--- src/rtl/uvs_pkg.sv ---
// ----------------------------------------------------------------------------
// uvs_pkg
// shared constants, types and tables of the uv sphere vertex generator
// ----------------------------------------------------------------------------
package uvs_pkg;

    localparam int SEG_W           = 11;
    localparam int MAX_SEGMENTS    = 1024;
    localparam int TRIG_ITERATIONS = 16;
    localparam int ATAN_ENTRIES    = 24;
    localparam int CORDIC_STAGES   =
        (TRIG_ITERATIONS < ATAN_ENTRIES) ? TRIG_ITERATIONS : ATAN_ENTRIES;
    localparam int DIV_W           = 42;
    localparam int DIV_STAGES      = DIV_W;

    localparam logic [31:0]        PI_Q30          = 32'd3373259426;
    localparam logic signed [33:0] CORDIC_INV_GAIN = 34'sd652032874;

    localparam logic [2:0] REG_LON_SEGMENTS = 3'd0;
    localparam logic [2:0] REG_LAT_SEGMENTS = 3'd1;
    localparam logic [2:0] REG_CENTER_X     = 3'd2;
    localparam logic [2:0] REG_CENTER_Y     = 3'd3;
    localparam logic [2:0] REG_CENTER_Z     = 3'd4;
    localparam logic [2:0] REG_RADIUS       = 3'd5;

    typedef struct packed {
        logic [SEG_W-1:0] rem;
        logic [DIV_W-1:0] dq;
    } t_div_lane;

    typedef struct packed {
        logic signed [33:0] x;
        logic signed [33:0] y;
        logic signed [32:0] z;
    } t_rot;

    function automatic logic [29:0] atan_q30(input logic [4:0] k);
        logic [29:0] v;
        unique case (k)
            5'd0:  v = 30'd843314857;
            5'd1:  v = 30'd497837829;
            5'd2:  v = 30'd263043837;
            5'd3:  v = 30'd133525159;
            5'd4:  v = 30'd67021687;
            5'd5:  v = 30'd33543516;
            5'd6:  v = 30'd16775851;
            5'd7:  v = 30'd8388437;
            5'd8:  v = 30'd4194283;
            5'd9:  v = 30'd2097149;
            5'd10: v = 30'd1048576;
            5'd11: v = 30'd524288;
            5'd12: v = 30'd262144;
            5'd13: v = 30'd131072;
            5'd14: v = 30'd65536;
            5'd15: v = 30'd32768;
            5'd16: v = 30'd16384;
            5'd17: v = 30'd8192;
            5'd18: v = 30'd4096;
            5'd19: v = 30'd2048;
            5'd20: v = 30'd1024;
            5'd21: v = 30'd512;
            5'd22: v = 30'd256;
            5'd23: v = 30'd128;
            default: v = 30'd0;
        endcase
        return v;
    endfunction

    function automatic logic [SEG_W-1:0] seg_count(input logic [SEG_W-1:0] v);
        logic [SEG_W-1:0] r;
        if (v == '0) begin
            r = SEG_W'(1);
        end else if (v > SEG_W'(MAX_SEGMENTS)) begin
            r = SEG_W'(MAX_SEGMENTS);
        end else begin
            r = v;
        end
        return r;
    endfunction

endpackage

--- src/rtl/uvs_cordic_cell.sv ---
// ----------------------------------------------------------------------------
// uvs_cordic_cell
// one rotation-mode cordic step for the theta and phi angles
// ----------------------------------------------------------------------------
module uvs_cordic_cell
    import uvs_pkg::*;
(
    input  logic       i_clk,
    input  logic       i_rst_n,
    input  logic       i_en,
    input  logic       i_valid,
    input  logic [4:0] i_k,
    input  t_rot       i_th,
    input  t_rot       i_ph,
    output logic       o_valid,
    output t_rot       o_th,
    output t_rot       o_ph
);

    function automatic t_rot f_rot(input t_rot a, input logic [4:0] k);
        logic signed [33:0] xs, ys;
        logic signed [32:0] at;
        t_rot               r;
        xs = a.x >>> k;
        ys = a.y >>> k;
        at = $signed({3'b000, atan_q30(k)});
        if (!a.z[32]) begin
            r.x = a.x - ys;
            r.y = a.y + xs;
            r.z = a.z - at;
        end else begin
            r.x = a.x + ys;
            r.y = a.y - xs;
            r.z = a.z + at;
        end
        return r;
    endfunction

    logic r_valid;
    t_rot r_th, r_ph;
    t_rot n_th, n_ph;

    always_comb begin
        n_th = f_rot(i_th, i_k);
        n_ph = f_rot(i_ph, i_k);
    end

    always_ff @(posedge i_clk) begin
        if (!i_rst_n) begin
            r_valid <= 1'b0;
        end else if (i_en) begin
            r_valid <= i_valid;
        end
    end

    always_ff @(posedge i_clk) begin
        if (i_en) begin
            r_th <= n_th;
            r_ph <= n_ph;
        end
    end

    assign o_valid = r_valid;
    assign o_th    = r_th;
    assign o_ph    = r_ph;

endmodule

--- config.mk ---
export PLATFORM = sky130hd
export DESIGN_NAME = uvs_cordic_cell
export DESIGN_NICKNAME = d
export VERILOG_FILES = /design/src/rtl/uvs_pkg.sv /design/src/rtl/uvs_cordic_cell.sv
export SDC_FILE = /design/constraint.sdc
export NUM_CORES = 1
export LEC_CHECK = 0
export ABC_AREA = 1
export BUFFER_PORTS_ARGS = -buffer_cell sky130_fd_sc_hd__buf_2
export CAP_MARGIN = 20
export CORE_MARGIN = 4
export CORE_UTILIZATION = 60
export DETAILED_ROUTE_END_ITERATION = 10
export PLACE_DENSITY = 0.83
export SKIP_CTS_REPAIR_TIMING = 1
export SLEW_MARGIN = 25
export SYNTH_ARGS = -nofsm -noshare
export SYNTH_HDL_FRONTEND = slang
export SYNTH_SLANG_ARGS = --single-unit
--- constraint.sdc ---
create_clock -name i_clk -period 5.99 [get_ports i_clk]
set_input_delay 0.599 -clock i_clk [delete_from_list [all_inputs] [get_ports i_clk]]
set_output_delay 0.599 -clock i_clk [all_outputs]
set_load 0.01 [all_outputs]
==> summary.txt <==
Run status
  • Status: complete, no violations

Global route
  • Initial antenna violation count: 5
  • GRT overflow: 0
  • First-pass GRT wire length: 167000 um
  • GRT Overall Usage: 0.390
  • Largest net degree at the start of global routing: 117
  • Vias in the first global route: 30900

STA
  • Worst slew pin tran: 0.887 ns
  • Hold Fails Final Rpt: 0
  • Worst Clk Skew: 0 ns
  • Endpoints failing setup: 0
  • Setup Total Neg Slack: 0 ns
  • F_max: 199 MHz
  • Fin crit share: 0.839
  • Min cycle time layout: 5.03 ns
  • Slew HR: 0.402
  • Unrepaired setup endpoints after global routing: no
  • Final Max Tran Viols: 0

Logic synthesis
  • Yosys top cell by area: edfxtp_1
  • Netlist cell types: 52
  • Seq/Total Area, Yosys: 0.209
  • Leading post-synthesis cells by cell area: edfxtp_1, nand2_1, nand3_1
  • Post-synth top area share: 0.209
  • Syn_area_per_cell: 6.17 um2
  • Cells after Synth: 4710
  • Cell Area, Synth: 29100 um2
  • Synth Register Bits: 203
  • Ys Warns: 0
  • Synthesized net count: 5132

Floorplanning
  • Num rows: 80
  • Core Region: 47800 um2
  • Die area: 52000 um2
  • IO Count: 414
  • Die width: 228 um
  • Initial Util: 0.607
  • Die Ht: 228 um

Worst setup path
  • CP max-delay cell: clkinv_2
  • Worst path max stage delay: 0.41 ns
  • CP Data Required Time: 6.29 ns
  • Max Fanout on Critical Path: 47
  • Arrival time at the worst endpoint: 5.32 ns
  • CP dominant cell by count: nand2_1
  • CP Launch Type: input pin
  • Crit Path Category: input pin to flip-flop
  • Element type at the critical path end: flip-flop

Detailed routing
  • 1st-iter DRT viols: 3919
  • # DRC: 0
  • Total routed wirelength: 108000 um
  • DR vias/cell: 5.99
  • DR WL/cell: 19.1 um
  • Routed Antenna Nets: 0
  • Via count: 33900
  • Drt first pass iters: 9

Placement
  • Number of port buffers: 413
  • DP Wirelength: 87700 um
  • Placer Congestion: 1.08

Flow run
  • Maximum Capacitance Violations: 0

Power
  • Pwr per Cell Area: 245 nW/um2
  • Peak supply drop: 0.281 mV
  • Static Leakage: 16.5 nW

CTS
  • CTS tree: built
  • Clock Tree Buf Depth: 3
  • Clock transition at the registers of the reported paths: 0.05 ns
  • TritonCTS Buffers: 24
  • Worst skew pair latency: 0.55 ns
  • Sink Count: 203
  • H-tree Lvls: 1
  • Root Buffer: clkbuf_16

Finish
  • Area growth, synth to finish: 10.7%
  • FILL cells: 4526
  • Number of nets in the layout: 5443
  • Layout cell share with drive strength beyond 1: 0.116
  • Final core utilization: 0.672

Hold path
  • Hold Crit Class: input pin to flip-flop
-- cell usage after synthesis, drive strengths merged --
library cell and count:
inv 399, nor4 3, or2 3, xor2 209, nand3b 13, o21bai 6
o221ai 2, o21ai 202, nor3 30, edfxtp 202, a31oi 52, and3 1
o21a 14, o22ai 1, ha 205, o221a 7, clkbuf 56, nand4 55
fa 6, a21o 20, a21oi 245, a32oi 1, nor2 387, nand3 782
o2111ai 1, xnor2 79, buf 110, clkinv 4, a21boi 8, o31ai 6
nand2 1573, dfxtp 1, o211ai 12, a22oi 1, and2 5, a211oi 9
-- final cells by class --
type | count | area (um2) | share of cell area
sequential | 203 | 6090 | 0.189
tap | 615 | 769 | 0.0239
clock buffer | 27 | 612 | 0.0190
timing repair buffer | 451 | 2460 | 0.0764
multi-input combinational | 3938 | 20600 | 0.640
clock inverter | 16 | 116 | 0.00362
inverter | 403 | 1520 | 0.0472
antenna | 4 | 10.0 | 0.000311
-- cell usage in the layout (no fill, tap or decap), types with 7 or more instances in the layout --
| cell type | instances |
|---|---|
| clkbuf_16 | 24 |
| o21a_1 | 14 |
| clkinv_1 | 9 |
| o221a_2 | 7 |
| xnor2_1 | 79 |
| o21ai_0 | 183 |
| buf_2 | 408 |
| a21oi_1 | 235 |
| nor3_1 | 27 |
| inv_2 | 29 |
| o21ai_1 | 16 |
| clkinv_2 | 9 |
| nor2_1 | 362 |
| o211ai_1 | 12 |
| inv_1 | 366 |
| nor2_2 | 20 |
| nand4_1 | 54 |
| nand3b_1 | 13 |
| a21oi_2 | 10 |
| buf_4 | 35 |
| nand3_1 | 780 |
| nand2_2 | 8 |
| nand2_1 | 1564 |
| a211oi_1 | 9 |
| a31oi_1 | 52 |
| xor2_1 | 209 |
| a21boi_0 | 8 |
| edfxtp_1 | 202 |
| buf_12 | 7 |
| a21o_1 | 20 |
| ha_1 | 205 |
-- where the power goes --
group	internal [W]	switching [W]
Combinational	0.00148	0.00281
Sequential	0.00211	0.0000989
Clock	0.000776	0.000605
-- path summary, 6_finish.rpt --
kind	startpoint	end	slack, ns	cells past startpoint
setup / recovery	i_k[1]	o_ph[94]	0.96	30
hold / removal	i_rst_n	o_valid	0.31	3
setup reg to reg	o_valid	o_valid	5.31	2
hold reg to reg	o_valid	o_valid	0.57	2
-- registers in the layout (all words and copies together) (netlist names) --
signal / count
o_ph: 101
o_valid: 1
o_th: 101
-- stage by stage --
| step | instance area [um2] | total power, W | setup WS [ns] | instances | hold WS, ns |
|---|---|---|---|---|---|
| 4_1_cts | 32200 | 0.00782 | 1.11 | 5653 | 0.294 |
| 3_3_place_gp | 31400 | 0.00638 | 0.668 | 5610 | 0.528 |
| 5_1_grt | 32200 | 0.00841 | 0.485 | 5656 | 0.326 |
| 2_1_floorplan | 29100 | 0.00509 | 1.53 | 4710 | 0.555 |
| 3_5_place_dp | 31400 | 0.00642 | 0.554 | 5610 | 0.529 |
| 6_report | 32200 | 0.00789 | 0.963 | 5657 | 0.308 |
-- worst max-delay path: cells and delay by family --
| family | cells | cell delay, ns |
|---|---|---|
| adders and majority gates | 2 | 0.51 |
| xor gates and xnor gates | 2 | 0.29 |
| and+or+nand+nor | 12 | 1.33 |
| buffers and inverters | 6 | 1.13 |
| AOI/OAI and AO/OA | 8 | 1.42 |
-- layer usage --
layer,global-route usage,wire [um],vias up
met4,0.207,6970,2
li1,-,-,16400
met5,0,13,-
met2,0.634,48500,1901
met1,0.500,41700,15200
met3,0.0637,10600,391
-- cells by family after synthesis --
family	Yosys count	synth area share
simple gates	2852	0.416
compound gates	587	0.114
buf+inv	569	0.0815
xor+xnor	288	0.0868
fa+ha+maj	211	0.0924
flops	203	0.209
(Power assumes the default switching activity.)
