<file path="src/rtl/uvs_pkg.sv">
// ----------------------------------------------------------------------------
// uvs_pkg
// shared constants, types and tables of the uv sphere vertex generator
// ----------------------------------------------------------------------------
package uvs_pkg;

    localparam int SEG_W           = 11;
    localparam int MAX_SEGMENTS    = 1024;
    localparam int TRIG_ITERATIONS = 16;
    localparam int ATAN_ENTRIES    = 24;
    localparam int CORDIC_STAGES   =
        (TRIG_ITERATIONS < ATAN_ENTRIES) ? TRIG_ITERATIONS : ATAN_ENTRIES;
    localparam int DIV_W           = 42;
    localparam int DIV_STAGES      = DIV_W;

    localparam logic [31:0]        PI_Q30          = 32'd3373259426;
    localparam logic signed [33:0] CORDIC_INV_GAIN = 34'sd652032874;

    localparam logic [2:0] REG_LON_SEGMENTS = 3'd0;
    localparam logic [2:0] REG_LAT_SEGMENTS = 3'd1;
    localparam logic [2:0] REG_CENTER_X     = 3'd2;
    localparam logic [2:0] REG_CENTER_Y     = 3'd3;
    localparam logic [2:0] REG_CENTER_Z     = 3'd4;
    localparam logic [2:0] REG_RADIUS       = 3'd5;

    typedef struct packed {
        logic [SEG_W-1:0] rem;
        logic [DIV_W-1:0] dq;
    } t_div_lane;

    typedef struct packed {
        logic signed [33:0] x;
        logic signed [33:0] y;
        logic signed [32:0] z;
    } t_rot;

    function automatic logic [29:0] atan_q30(input logic [4:0] k);
        logic [29:0] v;
        unique case (k)
            5'd0:  v = 30'd843314857;
            5'd1:  v = 30'd497837829;
            5'd2:  v = 30'd263043837;
            5'd3:  v = 30'd133525159;
            5'd4:  v = 30'd67021687;
            5'd5:  v = 30'd33543516;
            5'd6:  v = 30'd16775851;
            5'd7:  v = 30'd8388437;
            5'd8:  v = 30'd4194283;
            5'd9:  v = 30'd2097149;
            5'd10: v = 30'd1048576;
            5'd11: v = 30'd524288;
            5'd12: v = 30'd262144;
            5'd13: v = 30'd131072;
            5'd14: v = 30'd65536;
            5'd15: v = 30'd32768;
            5'd16: v = 30'd16384;
            5'd17: v = 30'd8192;
            5'd18: v = 30'd4096;
            5'd19: v = 30'd2048;
            5'd20: v = 30'd1024;
            5'd21: v = 30'd512;
            5'd22: v = 30'd256;
            5'd23: v = 30'd128;
            default: v = 30'd0;
        endcase
        return v;
    endfunction

    function automatic logic [SEG_W-1:0] seg_count(input logic [SEG_W-1:0] v);
        logic [SEG_W-1:0] r;
        if (v == '0) begin
            r = SEG_W'(1);
        end else if (v > SEG_W'(MAX_SEGMENTS)) begin
            r = SEG_W'(MAX_SEGMENTS);
        end else begin
            r = v;
        end
        return r;
    endfunction

endpackage

</file>
<file path="src/rtl/uvs_div_cell.sv">
// ----------------------------------------------------------------------------
// uvs_div_cell
// one bit of a pipelined long division, two lanes (theta and phi phase)
// ----------------------------------------------------------------------------
module uvs_div_cell
    import uvs_pkg::*;
(
    input  logic             i_clk,
    input  logic             i_rst_n,
    input  logic             i_en,
    input  logic             i_valid,
    input  logic [SEG_W-1:0] i_n,
    input  logic [SEG_W-1:0] i_m,
    input  t_div_lane        i_th,
    input  t_div_lane        i_ph,
    output logic             o_valid,
    output t_div_lane        o_th,
    output t_div_lane        o_ph
);

    function automatic t_div_lane f_step(input t_div_lane l, input logic [SEG_W-1:0] d);
        logic [SEG_W:0] t;
        t_div_lane      r;
        t = {l.rem, l.dq[DIV_W-1]};
        if (t >= {1'b0, d}) begin
            r.rem = SEG_W'(t - {1'b0, d});
            r.dq  = {l.dq[DIV_W-2:0], 1'b1};
        end else begin
            r.rem = t[SEG_W-1:0];
            r.dq  = {l.dq[DIV_W-2:0], 1'b0};
        end
        return r;
    endfunction

    logic      r_valid;
    t_div_lane r_th, r_ph;
    t_div_lane n_th, n_ph;

    always_comb begin
        n_th = f_step(i_th, i_n);
        n_ph = f_step(i_ph, i_m);
    end

    always_ff @(posedge i_clk) begin
        if (!i_rst_n) begin
            r_valid <= 1'b0;
        end else if (i_en) begin
            r_valid <= i_valid;
        end
    end

    always_ff @(posedge i_clk) begin
        if (i_en) begin
            r_th <= n_th;
            r_ph <= n_ph;
        end
    end

    assign o_valid = r_valid;
    assign o_th    = r_th;
    assign o_ph    = r_ph;

endmodule

</file>
<file path="config.mk">
export PLATFORM = sky130hd
export DESIGN_NAME = uvs_div_cell
export DESIGN_NICKNAME = d
export VERILOG_FILES = /design/src/rtl/uvs_pkg.sv /design/src/rtl/uvs_div_cell.sv
export SDC_FILE = /design/constraint.sdc
export NUM_CORES = 1
export LEC_CHECK = 0
export BUFFER_PORTS_ARGS = -buffer_cell sky130_fd_sc_hd__buf_2
export CAP_MARGIN = 20
export CORE_ASPECT_RATIO = 1.25
export CORE_UTILIZATION = 30
export CTS_CLUSTER_DIAMETER = 50
export CTS_CLUSTER_SIZE = 25
export DETAILED_ROUTE_END_ITERATION = 8
export GPL_TIMING_DRIVEN = 0
export HOLD_SLACK_MARGIN = 0.15
export PLACE_DENSITY = 0.67
export REMOVE_ABC_BUFFERS = 1
export SYNTH_ARGS = -nofsm -noshare
export SYNTH_HDL_FRONTEND = slang
export SYNTH_SLANG_ARGS = --single-unit
</file>
<file path="constraint.sdc">
create_clock -name i_clk -period 3.2 [get_ports i_clk]
set_clock_uncertainty 0.1 [all_clocks]
set_input_delay 0.64 -clock i_clk [delete_from_list [all_inputs] [get_ports i_clk]]
set_output_delay 0.64 -clock i_clk [all_outputs]
set_load 0.03 [all_outputs]
</file>
==> reports/metrics.csv, run 1 <==
stage,metric,value,unit
status,status,finished clean,
clock_tree,htreeDepth,3,
floorplan,dieArea,16400,µm²
clock_tree,clockRootBuffer,clkbuf_16,
critical_path,crit_slowest_cell,o31ai_4,
floorplan,design.core.area,15600,µm²
flow_run,drv_cap,0,
global_route,grt_pass1_wl,17.5,mm
timing,hold_violations,0,
critical_path,cp_slowest_stage_delay,490,ps
yosys,synthTopCellsByArea,"edfxtp_1 (67%), ha_1 (5.8%), inv_1 (2.7%)",
yosys,synth_area_per_cell,14.3,µm²
pwr,p_total,0.00364,W
drt,via_count,3664,
clock_tree,cts_buffer_depth,2,
drt,via_per_inst,4.60,
drt,first_iter_violations,162,
critical_path,worstPathRequired,3200,ps
clock_tree,postCtsSetupRepairBufs,0,
clock_tree,cts_sinks,107,
placed_design,io_buffer_count,238,
critical_path,crit_fanout,7,
drt,wl,12.0,mm
pwr,p_leak,2.90,nW
final_layout,area_growth,37.2,%
floorplan,initial_core_util,0.306,
final_layout,seq_area,3200,µm²
drt,wl_per_cell,15.1,µm
timing,worstMarginPinSlew,555,ps
timing,fmax,334,MHz
critical_path,critPathKind,in -> reg,
drt,postRouteAntennaNets,0,
hold_path,hold_path.class,in -> reg,
yosys,synth.cell_area,4760,µm²
yosys,synth_top_area_share,0.668,
global_route,gr-total-overflow,0,
timing,whs,364,ps
floorplan,die_x,115,µm
drt,first_pass_iters,4,
global_route,grt_use_total,0.141,
timing,period_minus_slack,2990,ps
yosys,synth_cell_types,47,
critical_path,crit_chain,buf_2 -> inv_1 -> ha_1 -> fa_1 -> nand2b_1 -> a21oi_1 -> a41oi_1 -> o31ai_4 -> buf_4 -> mux2_2,
critical_path,arrival,2990,ps
yosys,synth-seq-cells,107,
floorplan,die_h,143,µm
clock_tree,path_clk_slew,80,ps
pwr,power_density,557,nW/µm²
floorplan,num_rows,51,
clock_tree,ctsResizeCount,0,
final_layout,antenna_cells,0,
placed_design,dp_hpwl,9.44,mm
clock_tree,cts_tree,built,
critical_path,cp.buffers_inverters,3,
yosys,synth_edf_count,106,
critical_path,cpLargestDelayFamily,compound AO/OA/AOI/OAI gates,
timing,slew_headroom,0.626,
final_layout,fillers,1505,
pwr,peakVddDrop,0.214,mV
yosys,async_flop_share,0,
yosys,yosys.area.top_type,edfxtp_1,
critical_path,start_kind,primary input,
timing,rsz0062_at_grt,no,
placed_design,place.gp.congestion,0.921,
placed_design,dp.cells,781,
yosys,netlist_instances,332,
critical_path,end_kind,register,
final_layout,drive_gt1_frac,0.465,
yosys,ys_seq_area_frac,0.673,
timing,finalSetupViolCount,0,
clock_tree,clock_latency,340,ps
floorplan,pin_count,239,
clock_tree,cts_buffers,9,
final_layout,multi_input_area,1410,µm²
timing,finalSetupTns,0,ps
timing,period_share,0.935,
yosys,yosys_warnings,0,
clock_tree,hold_buffers,0,
final_layout,fin_util,0.420,
yosys,ys.flop_type,edfxtp_1,
final_layout,layout.nets,736,
final_layout,final_cells,797,
drt,drc_errors,0,
global_route,antenna_found_initial,1,
timing,drv_slew,0,
global_route,grt_max_degree,72,
global_route,grt_pass1_vias,3464,
metrics by stage:
stage | area, µm² | worst slack (ps)
global route | 6530 | 84.4
floorplan | 4730 | 16.1
finish | 6530 | 207
global placement | 6190 | -476
detailed placement | 6230 | -308
CTS | 6530 | 40.2
final cells by class:
type / instances / share of cell area
multi-input cells: 187 / 0.215
inverters: 35 / 0.0205
flip-flops and latches: 107 / 0.490
clock buffers: 9 / 0.0345
repair buffers: 240 / 0.188
clock inverters: 7 / 0.0109
well taps: 212 / 0.0406
flip-flops by register name, indices dropped and copies added (netlist names):
register and count:
o_ph 53, o_th 53, o_valid 1
synth_stat cells (all sizes together) (5+ instances only):
cell type and count:
edfxtp 106, inv 35, nor2 23, ha 22
a21oi 19, o21ai 15, mux2 11, nand3 9
nand2 8, nor3 6, a211oi 5, a21o 5
nor2b 5, o21a 5
placed cells by master (no fill, tap or decap), drive strengths merged, types with 3 or more instances in the layout:
cell type,n
clkinv,4
buf,240
ha,22
a31oi,3
a41oi,3
o21ai,15
a21o,5
mux2i,4
a211oi,5
xnor2,4
nand4,3
a21oi,19
nor3,6
mux2,11
nor2,23
o31ai,4
nand3,9
edfxtp,106
nor2b,5
o21a,5
o211ai,4
clkbuf,9
inv,38
nand2,8
nand2b,3
a211o,3
logic make-up after synthesis:
| logic type | Yosys count | synth area share |
|---|---|---|
| DFF | 107 | 0.673 |
| AOI/OAI and AO/OA | 75 | 0.105 |
| and+or+nand+nor | 67 | 0.0730 |
| buffers and inverters | 38 | 0.0339 |
| adders and majority gates | 24 | 0.0662 |
| muxes | 15 | 0.0384 |
| xor gates and xnor gates | 6 | 0.0110 |
report_power, final:
part / switching [W] / internal, W / total (W)
clock: 0.000529 / 0.000549 / 0.00108
combinational: 0.000544 / 0.000291 / 0.000835
sequential: 0.0000311 / 0.00169 / 0.00173
total: 0.00110 / 0.00253 / 0.00364
path summary, 6_finish.rpt:
kind,startpoint,endpoint,slack (ps),cells past startpoint
setup / recovery,i_ph[41],o_ph[52],210,10
hold / removal,i_ph[20],o_ph[21],360,1
setup reg to reg,o_valid,o_valid,2500,2
hold reg to reg,o_valid,o_valid,420,2
per-layer routing:
metal / wire (µm) / part of all wire / track usage / vias up
met5: 0 / 0 / 0 / -
met4: 231 / 0.019 / 0.0649 / 0
met3: 922 / 0.077 / 0.0259 / 14
met2: 6050 / 0.50 / 0.248 / 182
met1: 4790 / 0.40 / 0.166 / 1706
li1: - / - / - / 1762
(Power assumes the default switching activity.)
==> run 2: changes to the inputs <==
--- a/config.mk
+++ b/config.mk
@@ -5,6 +5,7 @@
 export SDC_FILE = /design/constraint.sdc
 export NUM_CORES = 1
 export LEC_CHECK = 0
+export ABC_AREA = 1
 export BUFFER_PORTS_ARGS = -buffer_cell sky130_fd_sc_hd__buf_2
 export CAP_MARGIN = 20
 export CORE_ASPECT_RATIO = 1.25
==> reports/metrics.csv, run 2 <==
stage,metric,value,unit,change
yosys,yosys_warnings,0,,unchanged
placed_design,dp_hpwl,9.55,mm,+1.2%
yosys,synthTopCellsByCount,"nand2_1 (109), edfxtp_1 (106), inv_1 (71)",,
timing,drv_slew,0,,unchanged
floorplan,num_rows,53,,+3.9%
drt,first_iter_violations,142,,-12%
clock_tree,postCtsSetupRepairBufs,0,,unchanged
critical_path,end_kind,register,,
floorplan,dieArea,17700,µm²,+7.8%
pwr,combPwrFrac,0.233,,+0.004
timing,rsz0062_at_grt,no,,
yosys,async_flop_share,0,,unchanged
yosys,synth_edf_count,106,,unchanged
timing,slew_headroom,0.546,,-0.0800
drt,postRouteAntennaNets,0,,unchanged
global_route,antenna_found_initial,0,,-1
global_route,grt_max_degree,61,,-15%
global_route,grt_pass1_vias,3747,,+8.2%
drt,wl_per_cell,13.0,µm,-14%
flow_run,drv_cap,0,,unchanged
floorplan,pin_count,239,,unchanged
yosys,synth-seq-cells,107,,unchanged
yosys,yosys.area.top_type,edfxtp_1,,
pwr,swShare,0.312,,+0.00846
final_layout,layout.nets,842,,+14%
yosys,synth.cell_area,5140,µm²,+7.9%
timing,period_share,0.692,,-0.244
global_route,gr-total-overflow,0,,unchanged
final_layout,final_cell_mix,"buf_2 (237), nand2_1 (109), edfxtp_1 (106)",,
timing,period_minus_slack,2210,ps,-779 ps
clock_tree,cts_buffers,9,,unchanged
drt,via_count,3964,,+8.2%
floorplan,initial_core_util,0.306,,+0.000511
final_layout,final_common_cell,buf_2,,
clock_tree,clock_latency,340,ps,about the same
floorplan,die_h,148,µm,+3.8%
final_layout,fillers,1597,,+6.1%
critical_path,crit_chain,buf_2 -> inv_1 -> ha_1 -> fa_1 -> inv_1 -> nand3_1 -> nand3_2 -> nand2_4 -> nand4_4 -> nand2_1 -> o21ai_0,,
clock_tree,hold_buffers,0,,unchanged
yosys,ys_seq_area_frac,0.623,,-0.0494
yosys,synth_top_area_share,0.619,,-0.0491
clock_tree,clockRootBuffer,clkbuf_16,,
final_layout,seq_area,3200,µm²,unchanged
pwr,p_seq_frac,0.471,,-0.003
critical_path,crit_fanout,17,,+10
clock_tree,htreeDepth,3,,unchanged
yosys,synth_most_common_cell,nand2_1,,
final_layout,multi_input_area,1600,µm²,+14%
timing,finalSetupViolCount,0,,unchanged
clock_tree,cts_sinks,107,,unchanged
clock_tree,cts_buffer_depth,2,,unchanged
final_layout,antenna_cells,0,,unchanged
global_route,grt_pass1_wl,17.9,mm,+2.2%
critical_path,start_kind,primary input,,
placed_design,io_buffer_count,238,,unchanged
floorplan,design.core.area,16800,µm²,+7.8%
critical_path,arrival,2200,ps,-790 ps
final_layout,area_growth,33.9,%,
yosys,synth_area_per_cell,11.7,µm²,-19%
pwr,power_density,531,nW/µm²,-4.6%
clock_tree,ctsResizeCount,0,,unchanged
critical_path,worstPathRequired,3180,ps,-20 ps
global_route,grt_use_total,0.131,,-0.00996
clock_tree,cts_tree,built,,
floorplan,die_x,119,µm,+3.8%
timing,fmax,452,MHz,+35%
yosys,ys.flop_type,edfxtp_1,,
timing,finalSetupTns,0,ps,unchanged
yosys,synthTopCellsByArea,"edfxtp_1 (62%), nand2_1 (8.0%), ha_1 (5.4%)",,
final_layout,drive_gt1_frac,0.440,,-0.0250
yosys,synth_cell_types,31,,-34%
pwr,clkPwrFrac,0.296,,about the same
pwr,p_total,0.00365,W,+0.45%
timing,worstMarginPinSlew,681,ps,+126 ps
critical_path,crit_path_frequent_cell,inv_1,,
placed_design,place.gp.congestion,0.816,,-11%
pwr,p_leak,3.30,nW,+14%
yosys,netlist_instances,440,,+33%
drt,wl,11.9,mm,-1.2%
pwr,p_switching,0.00114,W,+3.2%
critical_path,crit_slowest_cell,nand4_4,,
timing,whs,361,ps,-3.07 ps
drt,via_per_inst,4.35,,-5.4%
drt,first_pass_iters,4,,unchanged
clock_tree,path_clk_slew,80,ps,about the same
status,status,finished clean,,
critical_path,cp_slowest_stage_delay,300,ps,-190 ps
critical_path,critPathKind,in -> reg,,
drt,drc_errors,0,,unchanged
timing,hold_violations,0,,unchanged
hold_path,hold_path.class,in -> reg,,
pwr,peakVddDrop,0.238,mV,+11%
pwr,internal_power,0.00251,W,-0.77%
[run 2: changes by cell type in the layout (fill, tap and decap cells not counted), moves of 8 or more]
cell	previous run	this run
nand4_1	3	18
nand2_1	8	109
o21ai_0	15	5
nand2_2	0	9
nand3_2	0	14
nor2_1	22	14
inv_1	34	71
a21oi_1	19	7
[run 2: logic make-up after synthesis]
kind of cell | Yosys count | synth area share
AO/OA/AOI/OAI | 20 | 0.0253
AND/OR/NAND/NOR | 204 | 0.215
adder cells (fa/ha/maj) | 24 | 0.0613
XOR/XNOR | 6 | 0.0102
flip-flops | 107 | 0.623
buffers and inverters | 79 | 0.0648
[run 2: metal layers]
layer | up-vias | part of all wire | GRT usage
li1 | 1975 | - | -
met1 | 1823 | 0.38 | 0.137
met2 | 146 | 0.53 | 0.248
met3 | 20 | 0.066 | 0.0280
met4 | 0 | 0.026 | 0.0601
met5 | - | 0 | 0
[run 2: per-stage QoR]
step | cells | cell area (µm²) | util | setup slack [ps]
global placement | 894 | 6560 | 0.391 | 236
CTS | 911 | 6880 | 0.410 | 987
global route | 911 | 6880 | 0.410 | 817
finish | 911 | 6880 | 0.410 | 987
detailed placement | 895 | 6590 | 0.393 | 602
floorplan | 436 | 5090 | - | 969
[run 2: power groups by stage]
stage	logic (W)	registers (W)	clock network, W
finish	0.000852	0.00172	0.00108
global route	0.000927	0.00173	0.00116
CTS	0.000859	0.00172	0.00112
detailed placement	0.000857	0.00176	0
global placement	0.000845	0.00176	0
floorplan	0.000286	0.00203	0
[run 2: worst paths after layout]
kind                            startpoint       end  slack, ps  cells after the start
worst max-delay path              i_ph[41]  o_ph[43]        990                     11
worst max register to register     o_valid   o_valid       2460                      2
worst min-delay path              i_ph[11]  o_ph[12]        360                      1
worst min register to register     o_valid   o_valid        450                      2
[run 2: critical path, delay by kind of cell]
kind	cells	cell delay, ps
buffers and inverters	3	230
adders and majority gates	2	410
AOI/OAI and AO/OA	1	120
and+or+nand+nor	5	810
[run 2: final cells by class]
cell class / count / area share
Tap cell: 220 / 0.0400
Clock buffer: 9 / 0.0327
Timing Repair Buffer: 239 / 0.177
Clock inverter: 7 / 0.0104
Inverter: 75 / 0.0411
Sequential cell: 107 / 0.465
Multi-Input combinational cell: 254 / 0.233
